File: config.mk
export PLATFORM = sky130hd
export DESIGN_NAME = sat_ctrl
export DESIGN_NICKNAME = d
export VERILOG_FILES = /design/src/sv/sat_pkg.sv /design/src/sv/sat_ctrl.sv
export SDC_FILE = /design/constraint.sdc
export NUM_CORES = 1
export LEC_CHECK = 0
export ABC_AREA = 1
export BUFFER_PORTS_ARGS = -buffer_cell sky130_fd_sc_hd__buf_2
export CELL_PAD_IN_SITES_DETAIL_PLACEMENT = 2
export CELL_PAD_IN_SITES_GLOBAL_PLACEMENT = 2
export CORE_MARGIN = 10
export CORE_UTILIZATION = 22
export CTS_CLUSTER_SIZE = 20
export DETAILED_ROUTE_END_ITERATION = 6
export GPL_TIMING_DRIVEN = 0
export PLACE_DENSITY = 0.8
export SYNTH_ARGS = -nofsm -noshare
export SYNTH_HDL_FRONTEND = slang
export SYNTH_SLANG_ARGS = --single-unit
File: constraint.sdc
create_clock -name clk -period 1.8 [get_ports clk]
set_clock_uncertainty 0.2 [all_clocks]
set_input_delay 0.09 -clock clk [delete_from_list [all_inputs] [get_ports clk]]
set_output_delay 0.09 -clock clk [all_outputs]
set_load 0.03 [all_outputs]
File: src/sv/sat_pkg.sv
package sat_pkg;

    localparam int SUM_W            = 44;
    localparam int VALUE_W          = 32;
    localparam int COORD_W          = 7;
    localparam int CFG_W            = 7;
    localparam int CFG_IDX_W        = 1;
    localparam int MAX_DIM_DEF      = 64;
    localparam int ELEMENT_BITS_DEF = 32;

    localparam logic [CFG_IDX_W-1:0] CFG_NUM_ROWS = 1'b0;
    localparam logic [CFG_IDX_W-1:0] CFG_NUM_COLS = 1'b1;

    localparam logic CMD_LOAD  = 1'b0;
    localparam logic CMD_QUERY = 1'b1;

    typedef struct packed {
        logic       in_ready;
        logic       load_sum;
        logic       ld_rd;
        logic       ld_wr;
        logic       q_rd;
        logic       q_clear;
        logic [1:0] q_step;
        logic       acc_en;
        logic       out_load;
    } sat_cmd_t;

    typedef struct packed {
        logic in_fire;
        logic in_query;
        logic bad;
        logic out_free;
    } sat_status_t;

endpackage

File: src/sv/sat_ctrl.sv
module sat_ctrl
    import sat_pkg::*;
(
    input  logic        clk,
    input  logic        rst_n,
    input  sat_status_t sts,
    output sat_cmd_t    cmd
);

    localparam logic [2:0] ST_IDLE   = 3'd0;
    localparam logic [2:0] ST_LD_RD  = 3'd1;
    localparam logic [2:0] ST_LD_WR  = 3'd2;
    localparam logic [2:0] ST_Q_RD   = 3'd3;
    localparam logic [2:0] ST_Q_LAST = 3'd4;
    localparam logic [2:0] ST_Q_OUT  = 3'd5;

    logic [2:0] state_reg;
    logic [2:0] state_next;
    logic [1:0] step_reg;
    logic [1:0] step_next;

    always_comb
    begin
        state_next = state_reg;
        step_next  = step_reg;
        cmd        = '0;
        cmd.q_step = step_reg;
        case (state_reg)
            ST_IDLE:
            begin
                cmd.in_ready = 1'b1;
                step_next    = 2'd0;
                if (sts.in_fire)
                begin
                    state_next = sts.in_query ? ST_Q_RD : ST_LD_RD;
                end
            end
            ST_LD_RD:
            begin
                cmd.load_sum = 1'b1;
                cmd.ld_rd    = 1'b1;
                state_next   = ST_LD_WR;
            end
            ST_LD_WR:
            begin
                cmd.ld_wr  = 1'b1;
                state_next = ST_IDLE;
            end
            ST_Q_RD:
            begin
                if (step_reg == 2'd0 && sts.bad)
                begin
                    state_next = ST_Q_OUT;
                end
                else
                begin
                    cmd.q_rd    = 1'b1;
                    cmd.q_clear = (step_reg == 2'd0);
                    cmd.acc_en  = (step_reg != 2'd0);
                    step_next   = step_reg + 2'd1;
                    if (step_reg == 2'd3)
                    begin
                        state_next = ST_Q_LAST;
                    end
                end
            end
            ST_Q_LAST:
            begin
                cmd.acc_en = 1'b1;
                state_next = ST_Q_OUT;
            end
            ST_Q_OUT:
            begin
                if (sts.out_free)
                begin
                    cmd.out_load = 1'b1;
                    state_next   = ST_IDLE;
                end
            end
            default:
            begin
                state_next = ST_IDLE;
            end
        endcase
    end

    always_ff @(posedge clk or negedge rst_n)
    begin
        if (!rst_n)
        begin
            state_reg <= ST_IDLE;
            step_reg  <= 2'd0;
        end
        else
        begin
            state_reg <= state_next;
            step_reg  <= step_next;
        end
    end

endmodule

==> results of run 1 <==
[worst reg2reg max path: stages, from the launching register on]
cell	delay, ns
dfrtp_1	0.39
inv_1	0.12
ha_1	0.20
nand2_2	0.08
nand2_1	0.08
inv_1	0.04
nand2_1	0.07
nand3_1	0.07
nand2_1	0.06
nand2_1	0.05
[what timing repair did]
item,in CTS,in global routing
endpoints found under the hold margin,7,0
endpoints found under the setup margin,0,1
resized for setup,0,2
hold buffers,4,0
buffers inserted,0,0
[metrics by stage]
step                      std cells  total power, W  setup WS, ns   util  hold slack, ns
after floorplan                  61        0.000723         0.130      -          -0.406
after global placement          101        0.000897         0.325  0.295          -0.297
after detailed placement        101        0.000911         0.291  0.295          -0.294
after CTS                       109         0.00106        0.0795  0.333          0.0838
after global routing            109         0.00116        0.0112  0.336           0.115
final                           109         0.00104         0.148  0.336          0.0608
[kinds of logic (layout without fill, tap and decap cells)]
logic type / after synthesis / count (layout) / share of synthesized area
and+or+nand+nor: 34 / 34 / 0.352
AOI/OAI and AO/OA: 6 / 6 / 0.0786
buffers and inverters: 13 / 36 / 0.160
adders and majority gates: 3 / 3 / 0.0943
DFF: 5 / 5 / 0.314
[area by class of cell]
| cell class | count | share of cell area |
|---|---|---|
| clock buffer | 4 | 0.0453 |
| timing repair buffer | 19 | 0.203 |
| tap | 25 | 0.0539 |
| sequential | 5 | 0.216 |
| inverter | 10 | 0.0647 |
| multi-input combinational | 43 | 0.373 |
| buffer | 3 | 0.0453 |
[worst max-delay path by stage]
stage,startpoint,to,slack [ns],cells after the start
3_3_place_gp,step_reg[0],state_reg[0],0.33,9
4_1_cts,step_reg[0],cmd[5],0.08,6
6_report,step_reg[0],cmd[5],0.15,6
5_1_grt,step_reg[0],cmd[5],0.01,6
3_5_place_dp,step_reg[0],state_reg[0],0.29,9
2_1_floorplan,step_reg[0],step_reg[0],0.13,7
[layer usage]
layer  global-route usage  part of all wire
met1               0.0764              0.41
met3               0.0251             0.056
met5                    0                 0
met2                0.115              0.51
met4               0.0335             0.018
[layout by cell type (no fill, tap or decap), drive strengths merged]
cell type and instances:
nor2 8, nand3 4, nand2 20, dfrtp 5, dlygate4sd3 4, o21ai 5
nor3 2, buf 17, o22ai 1, clkbuf 5, inv 10, ha 3
[power by group]
group / leakage, nW / switching (W) / total, W / internal, W
sequential: 0.0653 / 0.0000420 / 0.000200 / 0.000158
combinational: 0.261 / 0.000480 / 0.000714 / 0.000234
clock: 0.0150 / 0.0000446 / 0.000128 / 0.0000837
total: 0.341 / 0.000567 / 0.00104 / 0.000476
==> key figures, run 1 <==
Worst setup path
  • Register-to-Register Path Depth: 9
  • Reg2Reg Launch Point: step_reg[0]
  • CP Capture Type: output pin
  • CP top delay family: flip-flops
  • Slowest stage delay, CP: 0.36 ns
  • CP Data Arrival Time: 1.36 ns
  • R2r setup slk: 0.32 ns
  • Worst setup SP type: flop
  • Worst path slowest cell: dfrtp_1
  • Worst r2r dst: state_reg[0]
  • CP dominant cell by count: inv_1
  • Critical path cell sequence: inv_1, ha_1, nand2_2, nand2_1, inv_1, clkbuf_4
  • WS Path Type: reg2out
  • Worst EP required: 1.51 ns
  • CP max FO: 4
  • Worst path buffer plus inverter count: 3

Synth
  • Post-Syn Instances: 61
  • Seq/Total Area, Yosys: 0.314
  • Post-synth top cells: nand2_1, inv_1, nor2_1
  • Mapped Area: 398 sq um
  • Syn Nets: 70
  • Yosys cell types: 15
  • Fraction of synthesis flops using an asynchronous set or reset pin: 1.00
  • Area leader, netlist: dfrtp_1
  • Avg Inst Size Synth: 6.52 sq um
  • Seq cells post-synth: 5
  • Top cell type's share of synthesized area: 0.314
  • Post-synth EDFFs: 0
  • Post-synth top flop: dfrtp_1
  • Synth top area cells: dfrtp_1, nand2_1, ha_1
  • Yosys warns: 0
  • Top-count cell post-synth: nand2_1

Floorplan
  • Width of the chip: 62.5 um
  • Core footprint: 1730 sq um
  • FP Rows: 15
  • # IOs: 16
  • Starting Density: 0.230
  • Die height: 62.5 um
  • Die footprint: 3910 sq um

Flow run
  • Max-Cap Viols: 0

Global routing
  • Antenna violations before repair: 0
  • GR Util All Layers: 0.0695
  • GRT overflow: 0
  • Largest net degree at the start of global routing: 10
  • Global-route wire length before repair: 2200 um
  • Vias in the first global route: 459

Clocking
  • Clock-pin slew of the registers on the worst-case setup and hold paths: 0.04 ns
  • Root buffer cell: clkbuf_4
  • Max Root-Sink Buffers: 2
  • TritonCTS clock tree: yes
  • Worst skew pair latency: 0.24 ns
  • H-tree depth: 1
  • Clock buffer count from CTS: 3
  • Clock Sinks: 5

Placement
  • Area after DPL: 509 sq um
  • Gpl congestion: 0.692
  • DP HPWL: 1080 um
  • # port buffers: 15

Timing
  • Unrepaired setup endpoints after global routing: no
  • Worst slew margin: 0.820
  • Setup tns final: 0 ns
  • F_max: 0.605 GHz
  • Tightest Pin Transition: 0.270 ns
  • Final Hold Fails: 0
  • Final setup violation count: 0
  • Crit path time final: 1.65 ns
  • Final Max Tran Viols: 0
  • Final period util: 0.918

Drt
  • Routed Antenna Nets: 0
  • Remaining DRCs: 0
  • DR iter-0 viols: 6
  • Vias: 450
  • Drt first pass iters: 4
  • DR WL/cell: 11.9 um
  • Vias per cell: 4.13
  • Overall routed net length: 1300 um

Finish
  • Share of post-route cells with drive strength above 1: 0.310
  • Area Overhead vs Synth: 45.9%
  • Antenna cells: 0
  • Area of the multi-input gates: 216 sq um
  • Post-Layout Inst Area: 581 sq um
  • Fill cell count: 232
  • Max FFs per register: 3
  • Final net count: 94
  • Register area: 125 sq um

Hold path
  • Worst Hold End: state_reg[0]
  • Hold WC Path Type: in2reg
  • Worst Hold Depth: 5
  • Hold Crit Start: sts[1]

Power
  • PD cells: 1800 nW/um^2
  • Max VDD drop: 0.465 mV
  • Static Leak: 0.341 nW

Outcome
  • Run status: finished, final reports clean
Note: power is estimated with default switching activity, not from simulation.
==> run 2, diff against run 1 <==
Settings changed: BUFFER_PORTS_ARGS -buffer_cell sky130_fd_sc_hd__buf_2 to -buffer_cell sky130_fd_sc_hd__clkbuf_2.
==> run 2 against run 1 <==
  * Worst hold slack gained 0.057 ns
  * Sequential power grew 2%
  * Critical endpoint unchanged
  * Worst setup slack lost 0.032 ns
  * Maximum frequency shrank 1.9%
  * Die area is the same
  * Largest cell class unchanged
  * Highest routed layer is now met3
  * Non-clock buffer count is the same
  * Combinational power grew 1%
  * Routed wire length grew 8.5%
  * Global-route usage grew 0.51 points
  * Sequential share of layout area grew 0.093 points
==> key figures, run 2 (synthesized netlist as in run 1, its figures left out) <==
Timing
  • Final setup violation count: 0
  • Worst slew margin: 0.815
  • Final Hold Fails: 0
  • Setup tns final: 0 ns
  • Unrepaired setup endpoints after global routing: no
  • F_max: 0.594 GHz
  • Tightest Pin Transition: 0.277 ns
  • Crit path time final: 1.68 ns
  • Final Max Tran Viols: 0
  • Final period util: 0.935

Drt
  • Routed Antenna Nets: 0
  • Top Metal Used: met3
  • Met3 wire len: 57 um
  • Drt first pass iters: 2
  • Overall routed net length: 1410 um
  • Wl on met1: 596 um
  • Vias per cell: 4.35
  • Remaining DRCs: 0
  • DR iter-0 viols: 1
  • Vias: 474
  • DR WL/cell: 12.9 um
  • Metal2 WL: 753 um

Power
  • Reg power frac: 0.194
  • Clock network fraction of design power: 0.121
  • Max VDD drop: 0.481 mV
  • Sw Share: 0.552
  • Static Leak: 0.337 nW
  • NetSw: 0.000582 W
  • Power, Total: 0.00105 W
  • Internal: 0.000472 W
  • Comb pwr share: 0.685
  • PD cells: 1820 nW/um^2

Global routing
  • GRT overflow: 0
  • Vias in the first global route: 502
  • Antenna violations before repair: 0
  • Global-route wire length before repair: 2390 um
  • GR Util All Layers: 0.0746
  • Largest net degree at the start of global routing: 10

Floorplan
  • Starting Density: 0.230
  • Width of the chip: 62.5 um
  • FP Rows: 15
  • Die footprint: 3910 sq um
  • # IOs: 16
  • Die height: 62.5 um
  • Core footprint: 1730 sq um

Worst setup path
  • Critical path cell sequence: inv_2, ha_1, nand2_1, nand2_1, inv_1, clkbuf_4
  • Worst setup SP type: flop
  • Slowest stage delay, CP: 0.39 ns
  • CP max FO: 4
  • CP Data Arrival Time: 1.39 ns
  • CP top delay family: flip-flops
  • CP dominant cell by count: nand2_1
  • WS Path Type: reg2out
  • Worst path slowest cell: dfrtp_1
  • Worst path buffer plus inverter count: 3
  • Worst EP required: 1.51 ns
  • CP Capture Type: output pin

Clocking
  • Clock-pin slew of the registers on the worst-case setup and hold paths: 0.05 ns
  • Root buffer cell: clkbuf_4
  • Clock buffer count from CTS: 3
  • Post-CTS Setup Bufs: 0
  • Worst skew pair latency: 0.24 ns
  • Clock Sinks: 5
  • TritonCTS clock tree: yes
  • Max Root-Sink Buffers: 2
  • H-tree depth: 1

Hold path
  • Hold WC Path Type: in2reg

Placement
  • # port buffers: 15
  • Gpl congestion: 0.691
  • DP HPWL: 1040 um

Finish
  • Register area: 125 sq um
  • Area of the multi-input gates: 214 sq um
  • Share of post-route cells with drive strength above 1: 0.310
  • Antenna cells: 0
  • Area Overhead vs Synth: 45.3%
  • Fill cell count: 237
  • Final net count: 94
  • Commonest non-fill, non-tap cell in the layout: nand2_1
  • Max FFs per register: 3
  • Most frequent cells in the layout: nand2_1, clkbuf_2, inv_1, nor2_1, dfrtp_1

Outcome
  • Run status: finished, final reports clean

Flow run
  • Max-Cap Viols: 0
-- run 2: area by class of cell --
| cell class | count | area share |
|---|---|---|
| Multi-Input combinational cell | 43 | 0.370 |
| Sequential cell | 5 | 0.216 |
| Timing Repair Buffer | 19 | 0.203 |
| Inverter | 10 | 0.0649 |
| Tap cell | 25 | 0.0541 |
| Clock buffer | 4 | 0.0455 |
| Buffer | 3 | 0.0455 |
-- run 2: timing repair --
item                                    CTS  global route
resized for setup                         0             3
endpoints found under the hold margin     7             0
hold buffers                              4             0
endpoints found under the setup margin    0             1
-- run 2: power groups by stage --
stage	Combinational (W)	Sequential (W)	Clock [W]
after floorplan	0.000511	0.000212	0
after global placement	0.000696	0.000202	0
after detailed placement	0.000710	0.000205	0
after CTS	0.000730	0.000204	0.000132
after global routing	0.000803	0.000212	0.000144
final	0.000722	0.000205	0.000128
-- run 2: per-layer routing --
metal  vias up  track usage
li1        231            -
met1       235       0.0805
met2         8        0.127
met3         0       0.0269
met4         0       0.0335
met5         -            0
-- run 2: metrics by stage --
stage	utilization	cell area [sq um]	hold WS [ns]	setup WS (ns)	cells
finish	0.335	578	0.118	0.116	109
global route	0.335	578	0.114	0.00384	109
CTS	0.333	576	0.112	0.0501	109
detailed placement	0.295	509	-0.292	0.285	101
global placement	0.295	509	-0.295	0.323	101
floorplan	-	403	-0.406	0.130	61
-- run 2: final timing paths --
check,depth (start not counted),slack [ns],endpoint,startpoint
setup / recovery,6,0.12,cmd[5],step_reg[0]
hold / removal,5,0.12,state_reg[0],sts[1]
setup reg to reg,8,0.29,state_reg[0],step_reg[0]
hold reg to reg,2,0.43,step_reg[1],step_reg[1]
max in group asynchronous,3,0.63,step_reg[0],rst_n
min in group asynchronous,3,0.57,state_reg[1],rst_n
-- run 2: worst min-delay path: stages --
cell and delay, ns:
clkbuf_2 0.09, nand2_1 0.10, o22ai_1 0.09, nand2_1 0.09, nand2_1 0.05
