## src/sv/sat_ram.sv

```systemverilog
module sat_ram #(
    parameter int WIDTH = 8,
    parameter int DEPTH = 16
) (
    input  logic                     clk,
    input  logic                     we,
    input  logic [$clog2(DEPTH)-1:0] addr,
    input  logic [WIDTH-1:0]         wdata,
    output logic [WIDTH-1:0]         rdata
);

    logic [WIDTH-1:0] mem_reg [DEPTH];
    logic [WIDTH-1:0] rdata_reg;

    always_ff @(posedge clk)
    begin
        if (we)
        begin
            mem_reg[addr] <= wdata;
        end
        else
        begin
            rdata_reg <= mem_reg[addr];
        end
    end

    assign rdata = rdata_reg;

endmodule

```

## config.mk

```make
export PLATFORM = sky130hd
export DESIGN_NAME = sat_ram
export DESIGN_NICKNAME = d
export VERILOG_FILES = /design/src/sv/sat_ram.sv
export SDC_FILE = /design/constraint.sdc
export NUM_CORES = 1
export LEC_CHECK = 0
export ABC_AREA = 0
export BUFFER_PORTS_ARGS = -buffer_cell sky130_fd_sc_hd__buf_2
export CAP_MARGIN = 20
export CORE_MARGIN = 1.5
export CORE_UTILIZATION = 30
export DETAILED_ROUTE_END_ITERATION = 8
export GPL_TIMING_DRIVEN = 0
export SYNTH_ARGS = -nofsm -noshare
export SYNTH_HDL_FRONTEND = slang
export SYNTH_SLANG_ARGS = --single-unit
```

## constraint.sdc

```tcl
create_clock -name clk -period 2.6 [get_ports clk]
set_clock_uncertainty 0.2 [all_clocks]
set_input_delay 0.13 -clock clk [delete_from_list [all_inputs] [get_ports clk]]
set_output_delay 0.13 -clock clk [all_outputs]
set_load 0.02 [all_outputs]
```

==> results of run 1 <==
[cell families after synthesis]
| family | count (synthesis) | share of synthesized area |
|---|---|---|
| buffers and inverters | 12 | 0.0124 |
| AO/OA/AOI/OAI | 16 | 0.0233 |
| multiplexers | 32 | 0.140 |
| AND/OR/NAND/NOR | 35 | 0.0311 |
| flip-flops | 136 | 0.793 |
[stage by stage]
step | setup slack [ps] | util | instances
2_1_floorplan | 784 | - | 231
5_1_grt | 474 | 0.371 | 514
6_report | 620 | 0.371 | 514
3_3_place_gp | 101 | 0.330 | 470
4_1_cts | 624 | 0.371 | 514
3_5_place_dp | 175 | 0.332 | 474
[worst max-delay path, stage by stage]
cell and delay (ps):
sky130_fd_sc_hd__buf_2 260, sky130_fd_sc_hd__buf_1 460, sky130_fd_sc_hd__nand2_1 260, sky130_fd_sc_hd__nor2_1 700
[cell type report]
type | count | area, um^2
sequential | 136 | 4080
clock inverter | 13 | 130
timing repair buffer | 31 | 205
fill | 1549 | 10500
buffer | 11 | 60.1
multi-input combinational | 83 | 1000
tap | 220 | 275
clock buffer | 19 | 433
inverter | 1 | 3.75
[cells in the final DEF, fill, tap and decap left out, types with 2 or more instances in the layout]
cell / count
sky130_fd_sc_hd__mux4_2: 32
sky130_fd_sc_hd__clkbuf_16: 17
sky130_fd_sc_hd__clkinv_4: 2
sky130_fd_sc_hd__nand2_1: 9
sky130_fd_sc_hd__bufinv_16: 2
sky130_fd_sc_hd__a22oi_1: 16
sky130_fd_sc_hd__nor3_1: 4
sky130_fd_sc_hd__nand2b_1: 2
sky130_fd_sc_hd__buf_1: 4
sky130_fd_sc_hd__clkbuf_1: 4
sky130_fd_sc_hd__clkinvlp_4: 3
sky130_fd_sc_hd__buf_2: 21
sky130_fd_sc_hd__buf_4: 4
sky130_fd_sc_hd__clkinv_1: 3
sky130_fd_sc_hd__dlygate4sd3_1: 8
sky130_fd_sc_hd__nor2_1: 13
sky130_fd_sc_hd__clkinv_2: 2
sky130_fd_sc_hd__edfxtp_1: 136
sky130_fd_sc_hd__nand3b_1: 2
sky130_fd_sc_hd__nor2b_1: 2
sky130_fd_sc_hd__buf_6: 2
[path summary, 6_finish.rpt]
kind	startpoint	endpoint	slack, ps	cells past startpoint
max	addr[1]	mem_reg[11][0]	620	4
min	we	rdata[6]	70	2
max reg2reg	mem_reg[15][4]	rdata[4]	900	3
min reg2reg	mem_reg[10][5]	rdata[5]	570	3
[metal layers]
metal  global-route usage  routed length, um
met3               0.0427                759
met1                0.167               4380
met5                    0                  0
met4               0.0543                 74
met2                0.197               5060
[power by group through the flow]
stage / clock network, uW / logic (uW) / registers [uW]
final: 2270 / 252 / 2480
after global routing: 2400 / 275 / 2490
after CTS: 2310 / 256 / 2480
after detailed placement: 0 / 247 / 2530
after global placement: 0 / 239 / 2530
after floorplan: 0 / 128 / 2540
==> results.txt, run 1 <==
----------------------------------------------------
[Outcome]
  Result of the run ... complete, no violations

[Clock tree]
  CTS tree ... done
  Num Clock Sinks ... 136
  Clock latency on the worst-skew pair ... 420 ps
  Root Buffer Master ... sky130_fd_sc_hd__clkbuf_16
  Clock slew seen by the registers of the worst setup and hold paths ... ~60 ps
  Hold Buf Count CTS ... 8
  Number of buffers added for setup after CTS ... 0
  H-tree levels ... 4
  Number of gates given a new drive strength after cts ... 0
  TritonCTS Buffers ... 17
  Worst-case clock buffer depth ... 2

[Pwr]
  Switch Pwr ... 1030 uW
  Switch share ... 0.206
  Comb power frac ... 0.050
  Total design power ... about 5000 uW
  Static leakage ... between 0.0015 and 0.002 uW
  Peak supply drop ... roughly 0.46 mV
  Pwr Density ... roughly 800 nW/um^2
  Part of the power in the clock network ... 0.453
  Register share of total power ... 0.496
  Total internal power ... 3970 uW

[Logic synthesis]
  Asr flop ratio synth ... 0
  Synth Register Bits ... 136
  Synth area leader ... sky130_fd_sc_hd__edfxtp_1
  Most instantiated cells after synthesis ... 136 x sky130_fd_sc_hd__edfxtp_1, 32 x sky130_fd_sc_hd__mux4_2, 16 x sky130_fd_sc_hd__a22oi_1, 13 x sky130_fd_sc_hd__nor2_1, 9 x sky130_fd_sc_hd__nand2_1
  Portion of synthesized cell area occupied by the leading cell type ... 0.793
  Post-synth top flop ... sky130_fd_sc_hd__edfxtp_1
  Most common cell in the synthesized netlist ... sky130_fd_sc_hd__edfxtp_1
  Mapped Nets ... 245
  Post-Syn Instances ... 231
  Proportion of synthesized chip area in sequential cells ... 0.793
  Number of enable-type register cells in the synthesized netlist ... 136
  Number of library cell types mapped by synthesis ... 18
  Mean cell area of the mapped netlist ... 22.3 um^2
  Count of warnings emitted by yosys ... 0
  Netlist area before placement ... 5150 um^2
  Largest cells by area after synthesis ... sky130_fd_sc_hd__edfxtp_1 79%, sky130_fd_sc_hd__mux4_2 14%, sky130_fd_sc_hd__a22oi_1 2.3%

[Detailed routing]
  DR pass1 iterations ... 4
  DRT antenna net count ... 0
  Final wirelength ... 10300 um
  DRC viols ... 0
  Count of vias placed by the detailed router ... between 2000 and 2500
  Detailed-route wire length per cell ... 20.0 um
  Iter 0 DRT Violations ... 244
  Post-detailed-route via-to-cell ratio ... around 4.7

[Finish]
  Final Cell Area ... 6190 um^2
  Inserted Diodes ... 0
  Synthesis-to-layout area growth ... 20.3%
  Fraction of layout cells with a size suffix above 1 ... 0.296
  Max reg flops ... 128
  Total Nets Final ... 295

[Floorplanning]
  Core Box Area ... 16700 um^2
  Overall die width ... 134 um
  Initial cell density of the core ... 0.308
  Floorplan die height ... 134 um
  Count of standard-cell rows ... 47
  Io pins ... 22
  Die Outline Area ... between 15000 and 20000 um^2

[Flow run]
  Max-cap check violation count ... 0

[STA]
  Final number of setup-violating endpoints ... 0
  Total count of max-transition violations in the final report ... 0
  Period utilisation layout ... 0.762
  Final Hold Slack ... 73.1 ps
  Relative slew margins ... 0.413
  Tightest Pin Transition ... approximately 870 ps
  RSZ-0062 raised after global routing ... no
  Setup tns final ... 0 ps
  Post-layout min period ... ~2000 ps
  Fmax ... 505 MHz
  Final number of hold-violating endpoints ... 0

[Min path]
  Path class of the lowest-slack min-delay path ... in2reg

[Worst setup path]
  Crit path capture type ... flip-flop
  Kind of start point of the critical path ... input pin
  Data required time of the critical path ... 2440 ps
  Crit path max fanout ... 10
  Kind of critical path ... in2reg
  Data arrival time of the critical path ... between 1500 and 2000 ps

[GRT]
  Global-route wire length before repair ... 15900 um
  Maximum number of pins on one net before global-route repair ... 17
  Global routing usage summed across all routing layers ... 0.128
  Antenna violations before repair ... 0
  Remaining global-route overflow ... 0
  Via count of the first global-routing pass ... 2612

[Placed design]
  Port Buf Inserts ... 19
  Last weighted congestion value of the routability-driven placer ... 0.743
  Placed instance area ... 5550 um^2
  HPWL after detailed placement ... between 6000 and 7000 um

----------------------------------------------------
Note: power is estimated with default switching activity, not from simulation.
==> inputs of run 2 (changes only) <==
==> constraint.sdc (replaced) <==
create_clock -name clk -period 2 [get_ports clk]
set_clock_uncertainty 0.2 [all_clocks]
set_input_delay 0.1 -clock clk [delete_from_list [all_inputs] [get_ports clk]]
set_output_delay 0.1 -clock clk [all_outputs]
set_load 0.02 [all_outputs]
==> run 2 against run 1 <==
Effect of this change:
- register-to-register slack worse by 620 ps
- via count is 1.5% lower
- sequential cell count is the same
- worst hold slack got worse by 29 ps
- design area is 0.12% higher
- largest cell class unchanged
- highest routed layer unchanged
==> results.txt, run 2 (synthesized netlist as in run 1, its figures left out) <==
----------------------------------------------------
[Clock tree]
  Number of buffers added for setup after CTS ... 0 (unchanged)
  Worst-case clock buffer depth ... 2 (unchanged)
  H-tree levels ... 4 (unchanged)
  Root Buffer Master ... sky130_fd_sc_hd__clkbuf_16
  Clock slew seen by the registers of the worst setup and hold paths ... 60 ps (about the same)
  Clock latency on the worst-skew pair ... 420 ps (about the same)
  TritonCTS Buffers ... 17 (unchanged)
  CTS tree ... done
  Num Clock Sinks ... 136 (unchanged)

[Finish]
  Total Nets Final ... 295 (unchanged)
  Most common library cell in the layout ignoring fill and taps ... sky130_fd_sc_hd__edfxtp_1
  Max reg flops ... 128 (unchanged)
  Fraction of layout cells with a size suffix above 1 ... 0.306 (+0.0102)
  Post-route core utilization ... 0.371 (+0.000450)
  Filler-free cell count of the finished design ... 514 (unchanged)
  Inserted Diodes ... 0 (unchanged)
  Most used cells in the layout excluding fill and tap cells ... 136 x sky130_fd_sc_hd__edfxtp_1, 32 x sky130_fd_sc_hd__mux4_2, 21 x sky130_fd_sc_hd__buf_2
  Final Cell Area ... 6200 um^2 (+0.12%)
  Synthesis-to-layout area growth ... 20.4%

[STA]
  Relative slew margins ... 0.422 (+0.00916)
  Post-layout min period ... 1920 ps
  Final number of setup-violating endpoints ... 0 (unchanged)
  Final number of hold-violating endpoints ... 0 (unchanged)
  Period utilisation layout ... 0.961
  RSZ-0062 raised after global routing ... yes
  Fmax ... 521 MHz
  Setup tns final ... 0 ps (unchanged)
  Tightest Pin Transition ... 860 ps (-13.6 ps)
  Total count of max-transition violations in the final report ... 0 (unchanged)

[Placed design]
  Port Buf Inserts ... 19 (unchanged)
  HPWL after detailed placement ... 6680 um (unchanged)
  Placed instance count ... 474 (unchanged)
  Placed instance area ... 5550 um^2 (unchanged)
  Last weighted congestion value of the routability-driven placer ... 0.743 (unchanged)

[Outcome]
  Result of the run ... complete, no violations

[Worst setup path]
  Data arrival time of the critical path ... 1760 ps (-60 ps)
  Cell depth of the worst setup path ... 4 (unchanged)
  Delay of the slowest critical-path stage ... 680 ps (-20 ps)
  Crit path max fanout ... 10 (unchanged)
  Ordered list of cells on the worst path ... buf_2, buf_1, nand2_1, nor2_1
  CP bufs+invs ... 2 (unchanged)
  Cell type group with the largest total delay on the critical path ... simple AND/OR/NAND/NOR gates
  Standard cell with the maximum stage delay on the critical path ... sky130_fd_sc_hd__nor2_1
  Capture instance of the worst register-to-register path ... rdata[2]
  Crit path capture type ... flip-flop
  Number of cells on the worst reg-to-reg path ... 3 (unchanged)
  Data required time of the critical path ... 1840 ps (-600 ps)
  Kind of critical path ... in2reg
  Worst R2R Start ... mem_reg[3][2]
  R2R Setup Slk ... 280 ps (-620 ps)
  Start point of the critical path ... addr[1]
  End point of the critical path ... mem_reg[15][6]
  Kind of start point of the critical path ... input pin

[Detailed routing]
  Post-detailed-route via-to-cell ratio ... 4.67 (-1.5%)
  DRC viols ... 0 (unchanged)
  Detailed-route wire length per cell ... 19.9 um (-0.35%)
  Count of vias placed by the detailed router ... 2398 (-1.5%)
  Iter 0 DRT Violations ... 266 (+9.0%)
  DR pass1 iterations ... 4 (unchanged)
  Final wirelength ... 10200 um (-0.35%)
  DRT antenna net count ... 0 (unchanged)

[Pwr]
  Switch Pwr ... 1340 uW (+30%)
  Total internal power ... 5160 uW (+30%)
  Part of the power in the clock network ... 0.453 (about the same)
  Switch share ... 0.206 (-0.000232)
  Pwr Density ... 1050 nW/um^2 (+30%)
  Peak supply drop ... 0.599 mV (+29%)
  Comb power frac ... 0.050 (about the same)
  Total design power ... 6500 uW (+30%)
  Static leakage ... 0.00198 uW (about the same)
  Register share of total power ... 0.496 (about the same)

[Flow run]
  Max-cap check violation count ... 0 (unchanged)

[GRT]
  Maximum number of pins on one net before global-route repair ... 17 (unchanged)
  Remaining global-route overflow ... 0 (unchanged)
  Global-route wire length before repair ... 15900 um (unchanged)
  Global routing usage summed across all routing layers ... 0.128 (unchanged)
  Antenna violations before repair ... 0 (unchanged)
  Via count of the first global-routing pass ... 2612 (unchanged)

[Floorplanning]
  Floorplan die height ... 134 um (unchanged)
  Die Outline Area ... 18000 um^2 (unchanged)
  Io pins ... 22 (unchanged)
  Initial cell density of the core ... 0.308 (unchanged)
  Count of standard-cell rows ... 47 (unchanged)
  Overall die width ... 134 um (unchanged)
  Core Box Area ... 16700 um^2 (unchanged)

[Min path]
  Instance count along the most critical hold path ... 2 (unchanged)
  Path class of the lowest-slack min-delay path ... in2reg

----------------------------------------------------
## run 2: cell types whose count changed in the layout (fill, tap and decap cells not counted)
| cell | delta |
|---|---|
| sky130_fd_sc_hd__nor2_1 | -3 |
| sky130_fd_sc_hd__nor2_2 | +3 |
## run 2: cell type report
cell class / count / area (um^2)
Sequential cell: 136 / 4080
Fill cell: 1551 / 10500
Clock buffer: 19 / 433
Inverter: 1 / 3.75
Buffer: 11 / 60.1
Timing Repair Buffer: 31 / 205
Tap cell: 220 / 275
Multi-Input combinational cell: 83 / 1010
Clock inverter: 13 / 130
## run 2: repair_timing
action	in CTS	in global routing
setup endpoints to repair	0	60
hold endpoints to repair	128	0
hold buffers	8	0
gates resized for setup	0	3
## run 2: power by group through the flow
| stage | clock network (uW) | registers, uW | logic [uW] |
|---|---|---|---|
| floorplan | 0 | 3300 | 167 |
| global placement | 0 | 3280 | 311 |
| detailed placement | 0 | 3290 | 321 |
| CTS | 3000 | 3230 | 333 |
| global route | 3110 | 3230 | 358 |
| finish | 2950 | 3230 | 327 |
## run 2: worst reg2reg max path, stage by stage, from the launching register on
cell and delay [ps]:
sky130_fd_sc_hd__edfxtp_1 360, sky130_fd_sc_hd__mux4_2 460, sky130_fd_sc_hd__a22oi_1 330, sky130_fd_sc_hd__nand2_1 100
## run 2: how the worst min path moves through the flow
stage	start	end	slack, ps
after CTS	we	rdata[6]	40
final	we	rdata[6]	40
after detailed placement	wdata[6]	mem_reg[7][6]	320
after global placement	wdata[6]	mem_reg[6][6]	310
after floorplan	wdata[0]	mem_reg[0][0]	-1
after global routing	we	rdata[6]	60
## run 2: routing by layer
metal	track usage	routed length [um]	vias to the layer above
met4	0.0543	12	0
li1	-	-	1071
met3	0.0427	919	2
met5	0	0	-
met2	0.197	5060	96
met1	0.167	4240	1229
## run 2: stage by stage
stage	hold slack (ps)	worst slack [ps]
4_1_cts	43.5	54.4
3_3_place_gp	309	-469
2_1_floorplan	-1.13	214
6_report	44.6	78.9
3_5_place_dp	319	-395
5_1_grt	55.5	-89.5
==> inputs of run 3 (changes only) <==
--- a/config.mk
+++ b/config.mk
@@ -8,10 +8,13 @@
 export ABC_AREA = 0
 export BUFFER_PORTS_ARGS = -buffer_cell sky130_fd_sc_hd__buf_2
 export CAP_MARGIN = 20
+export CELL_PAD_IN_SITES_DETAIL_PLACEMENT = 0
+export CELL_PAD_IN_SITES_GLOBAL_PLACEMENT = 1
 export CORE_MARGIN = 1.5
 export CORE_UTILIZATION = 30
 export DETAILED_ROUTE_END_ITERATION = 8
 export GPL_TIMING_DRIVEN = 0
+export PLACE_DENSITY_LB_ADDON = 0.1
 export SYNTH_ARGS = -nofsm -noshare
 export SYNTH_HDL_FRONTEND = slang
 export SYNTH_SLANG_ARGS = --single-unit
==> run 3 against run 2 <==
Effect of this change:
- core utilization is 0.11 points lower
- critical path depth stayed put
- highest routed layer unchanged
- the flow now finishes with violations (setup timing)
- die area stayed put
- largest cell class unchanged
- register-to-register slack hardly changed
- first-iteration DRC count is 19% lower
==> results.txt, run 3 (synthesized netlist as in run 1, its figures left out) <==
----------------------------------------------------
[Outcome]
  Result of the run ... finished, violations left
  Violations in the final reports ... setup timing

[STA]
  Period utilisation layout ... 1.03 (+0.0684)
  RSZ-0062 raised after global routing ... yes
  Setup tns final ... -928 ps (-928 ps)
  Tightest Pin Transition ... 868 ps (+7.59 ps)
  Post-layout min period ... 2060 ps (+137 ps)
  Final number of setup-violating endpoints ... 32 (+32)
  Relative slew margins ... 0.417 (-0.00510)
  Worst setup slack after layout ... -57.9 ps (-137 ps)
  Final number of hold-violating endpoints ... 0 (unchanged)
  Fmax ... 486 MHz (-6.6%)
  Final Hold Slack ... 51.3 ps (+6.69 ps)
  Total count of max-transition violations in the final report ... 0 (unchanged)

[Placed design]
  Port Buf Inserts ... 19 (unchanged)
  Setup slack at placement ... -558 ps (-163 ps)
  Placed instance area ... 5550 um^2 (about the same)
  Last weighted congestion value of the routability-driven placer ... 0.665 (-10%)
  HPWL after detailed placement ... 7350 um (+10%)

[Pwr]
  Peak supply drop ... 0.461 mV (-23%)
  Total design power ... 6460 uW (-0.72%)
  Static leakage ... 0.00197 uW (-0.56%)
  Pwr Density ... 1040 nW/um^2 (-0.42%)

[GRT]
  Global Route met2 Usage ... 0.206 (+0.00888)
  Most utilized layer in the global route result ... met2
  Global-route wire length before repair ... 16900 um (+6.4%)
  Remaining global-route overflow ... 0 (unchanged)
  Global routing met3 resource utilization ... 0.0310 (-0.0117)
  Maximum number of pins on one net before global-route repair ... 17 (unchanged)
  Antenna violations before repair ... 0 (unchanged)
  Via count of the first global-routing pass ... 2485 (-4.9%)
  Global routing usage summed across all routing layers ... 0.139 (+0.0104)
  Global-route track usage on met1 ... 0.195 (+0.0277)

[Worst setup path]
  Start point of the critical path ... addr[1]
  Kind of start point of the critical path ... input pin
  Delay of the slowest critical-path stage ... 730 ps (+50 ps)
  R2R Setup Slk ... 280 ps (about the same)
  Capture instance of the worst register-to-register path ... rdata[5]
  Standard cell with the maximum stage delay on the critical path ... sky130_fd_sc_hd__nor2_1
  Data required time of the critical path ... 1840 ps (about the same)
  Crit path max fanout ... 10 (unchanged)
  Worst R2R Start ... mem_reg[15][5]
  Ordered list of cells on the worst path ... buf_2, buf_1, nand2_1, nor2_1
  Crit path capture type ... flip-flop
  Data arrival time of the critical path ... 1890 ps (+130 ps)
  Number of cells on the worst reg-to-reg path ... 3 (unchanged)
  End point of the critical path ... mem_reg[7][5]
  Kind of critical path ... in2reg

[Floorplanning]
  Initial cell density of the core ... 0.308 (unchanged)
  Overall die width ... 134 um (unchanged)
  Die Outline Area ... 18000 um^2 (unchanged)
  Floorplan die height ... 134 um (unchanged)
  Core Box Area ... 16700 um^2 (unchanged)
  Io pins ... 22 (unchanged)
  Count of standard-cell rows ... 47 (unchanged)

[Finish]
  Filler Cells Inserted ... 1564 (+0.84%)
  Final Cell Area ... 6180 um^2 (-0.30%)
  Most used cells in the layout excluding fill and tap cells ... 136 x sky130_fd_sc_hd__edfxtp_1, 32 x sky130_fd_sc_hd__mux4_2, 21 x sky130_fd_sc_hd__buf_2
  Most common library cell in the layout ignoring fill and taps ... sky130_fd_sc_hd__edfxtp_1
  Inserted Diodes ... 0 (unchanged)
  Total Nets Final ... 294 (-0.34%)
  Synthesis-to-layout area growth ... 20.0%
  Max reg flops ... 128 (unchanged)
  Fraction of layout cells with a size suffix above 1 ... 0.297 (-0.00919)

[Clock tree]
  Clock slew seen by the registers of the worst setup and hold paths ... 50 ps (about the same)
  Clock latency on the worst-skew pair ... 410 ps (about the same)
  Worst-case clock buffer depth ... 2 (unchanged)
  TritonCTS Buffers ... 17 (unchanged)
  Num Clock Sinks ... 136 (unchanged)
  Number of buffers added for setup after CTS ... 0 (unchanged)
  H-tree levels ... 4 (unchanged)
  CTS tree ... done
  Root Buffer Master ... sky130_fd_sc_hd__clkbuf_16

[Min path]
  Path class of the lowest-slack min-delay path ... in2reg

[Detailed routing]
  DRC viols ... 0 (unchanged)
  Post-detailed-route via-to-cell ratio ... 4.65 (-0.43%)
  Final wirelength ... 11500 um (+13%)
  Detailed-route wire length per cell ... 22.5 um (+13%)
  Count of vias placed by the detailed router ... 2383 (-0.63%)
  DR pass1 iterations ... 4 (unchanged)
  DRT antenna net count ... 0 (unchanged)
  Iter 0 DRT Violations ... 215 (-19%)

[Flow run]
  Max-cap check violation count ... 0 (unchanged)

----------------------------------------------------
-- run 3: layout make-up --
class,count,area [um^2],area share
inverter,1,3.75,0.000607
clock buffer,19,433,0.0700
clock inverter,13,111,0.0180
sequential,136,4080,0.661
tap,220,275,0.0445
buffer,11,60.1,0.00972
timing repair buffer,30,198,0.0320
multi-input combinational,83,1020,0.164
-- run 3: how the worst min path moves through the flow --
stage                  start             end  slack (ps)  cells after the start
detailed placement  wdata[6]  mem_reg[14][6]         350                      1
CTS                       we        rdata[4]          40                      2
floorplan           wdata[0]   mem_reg[0][0]          -1                      0
global route              we        rdata[4]          80                      2
global placement    wdata[1]   mem_reg[9][1]         330                      1
finish                    we        rdata[0]          50                      2
-- run 3: worst max-delay path: cells and delay by family --
kind                   cells  cell delay [ps]
buffers and inverters      2              780
and+or+nand+nor            2              990
-- run 3: power by group --
| group | internal [uW] | switching (uW) | leakage [uW] |
|---|---|---|---|
| Clock | 1790 | 1100 | 0.000259 |
| Combinational | 129 | 211 | 0.000470 |
| Sequential | 3210 | 13.0 | 0.00124 |
-- run 3: per-layer routing --
metal | share of wire | vias to the layer above
met3 | 0.029 | 14
met2 | 0.47 | 58
met4 | 0.019 | 0
li1 | - | 1071
met1 | 0.48 | 1240
met5 | 0 | -
-- run 3: what timing repair did --
| item | 4_1_cts | 5_1_grt |
|---|---|---|
| hold buffers | 8 | 0 |
| hold endpoints to repair | 128 | 0 |
| cloned | 0 | 0 |
| setup endpoints to repair | 64 | 48 |
| resized for setup | 2 | 2 |
-- run 3: per-stage QoR --
step / instances / utilization
6_report: 513 / 0.370
2_1_floorplan: 231 / -
5_1_grt: 513 / 0.370
3_5_place_dp: 473 / 0.332
4_1_cts: 513 / 0.370
3_3_place_gp: 470 / 0.330
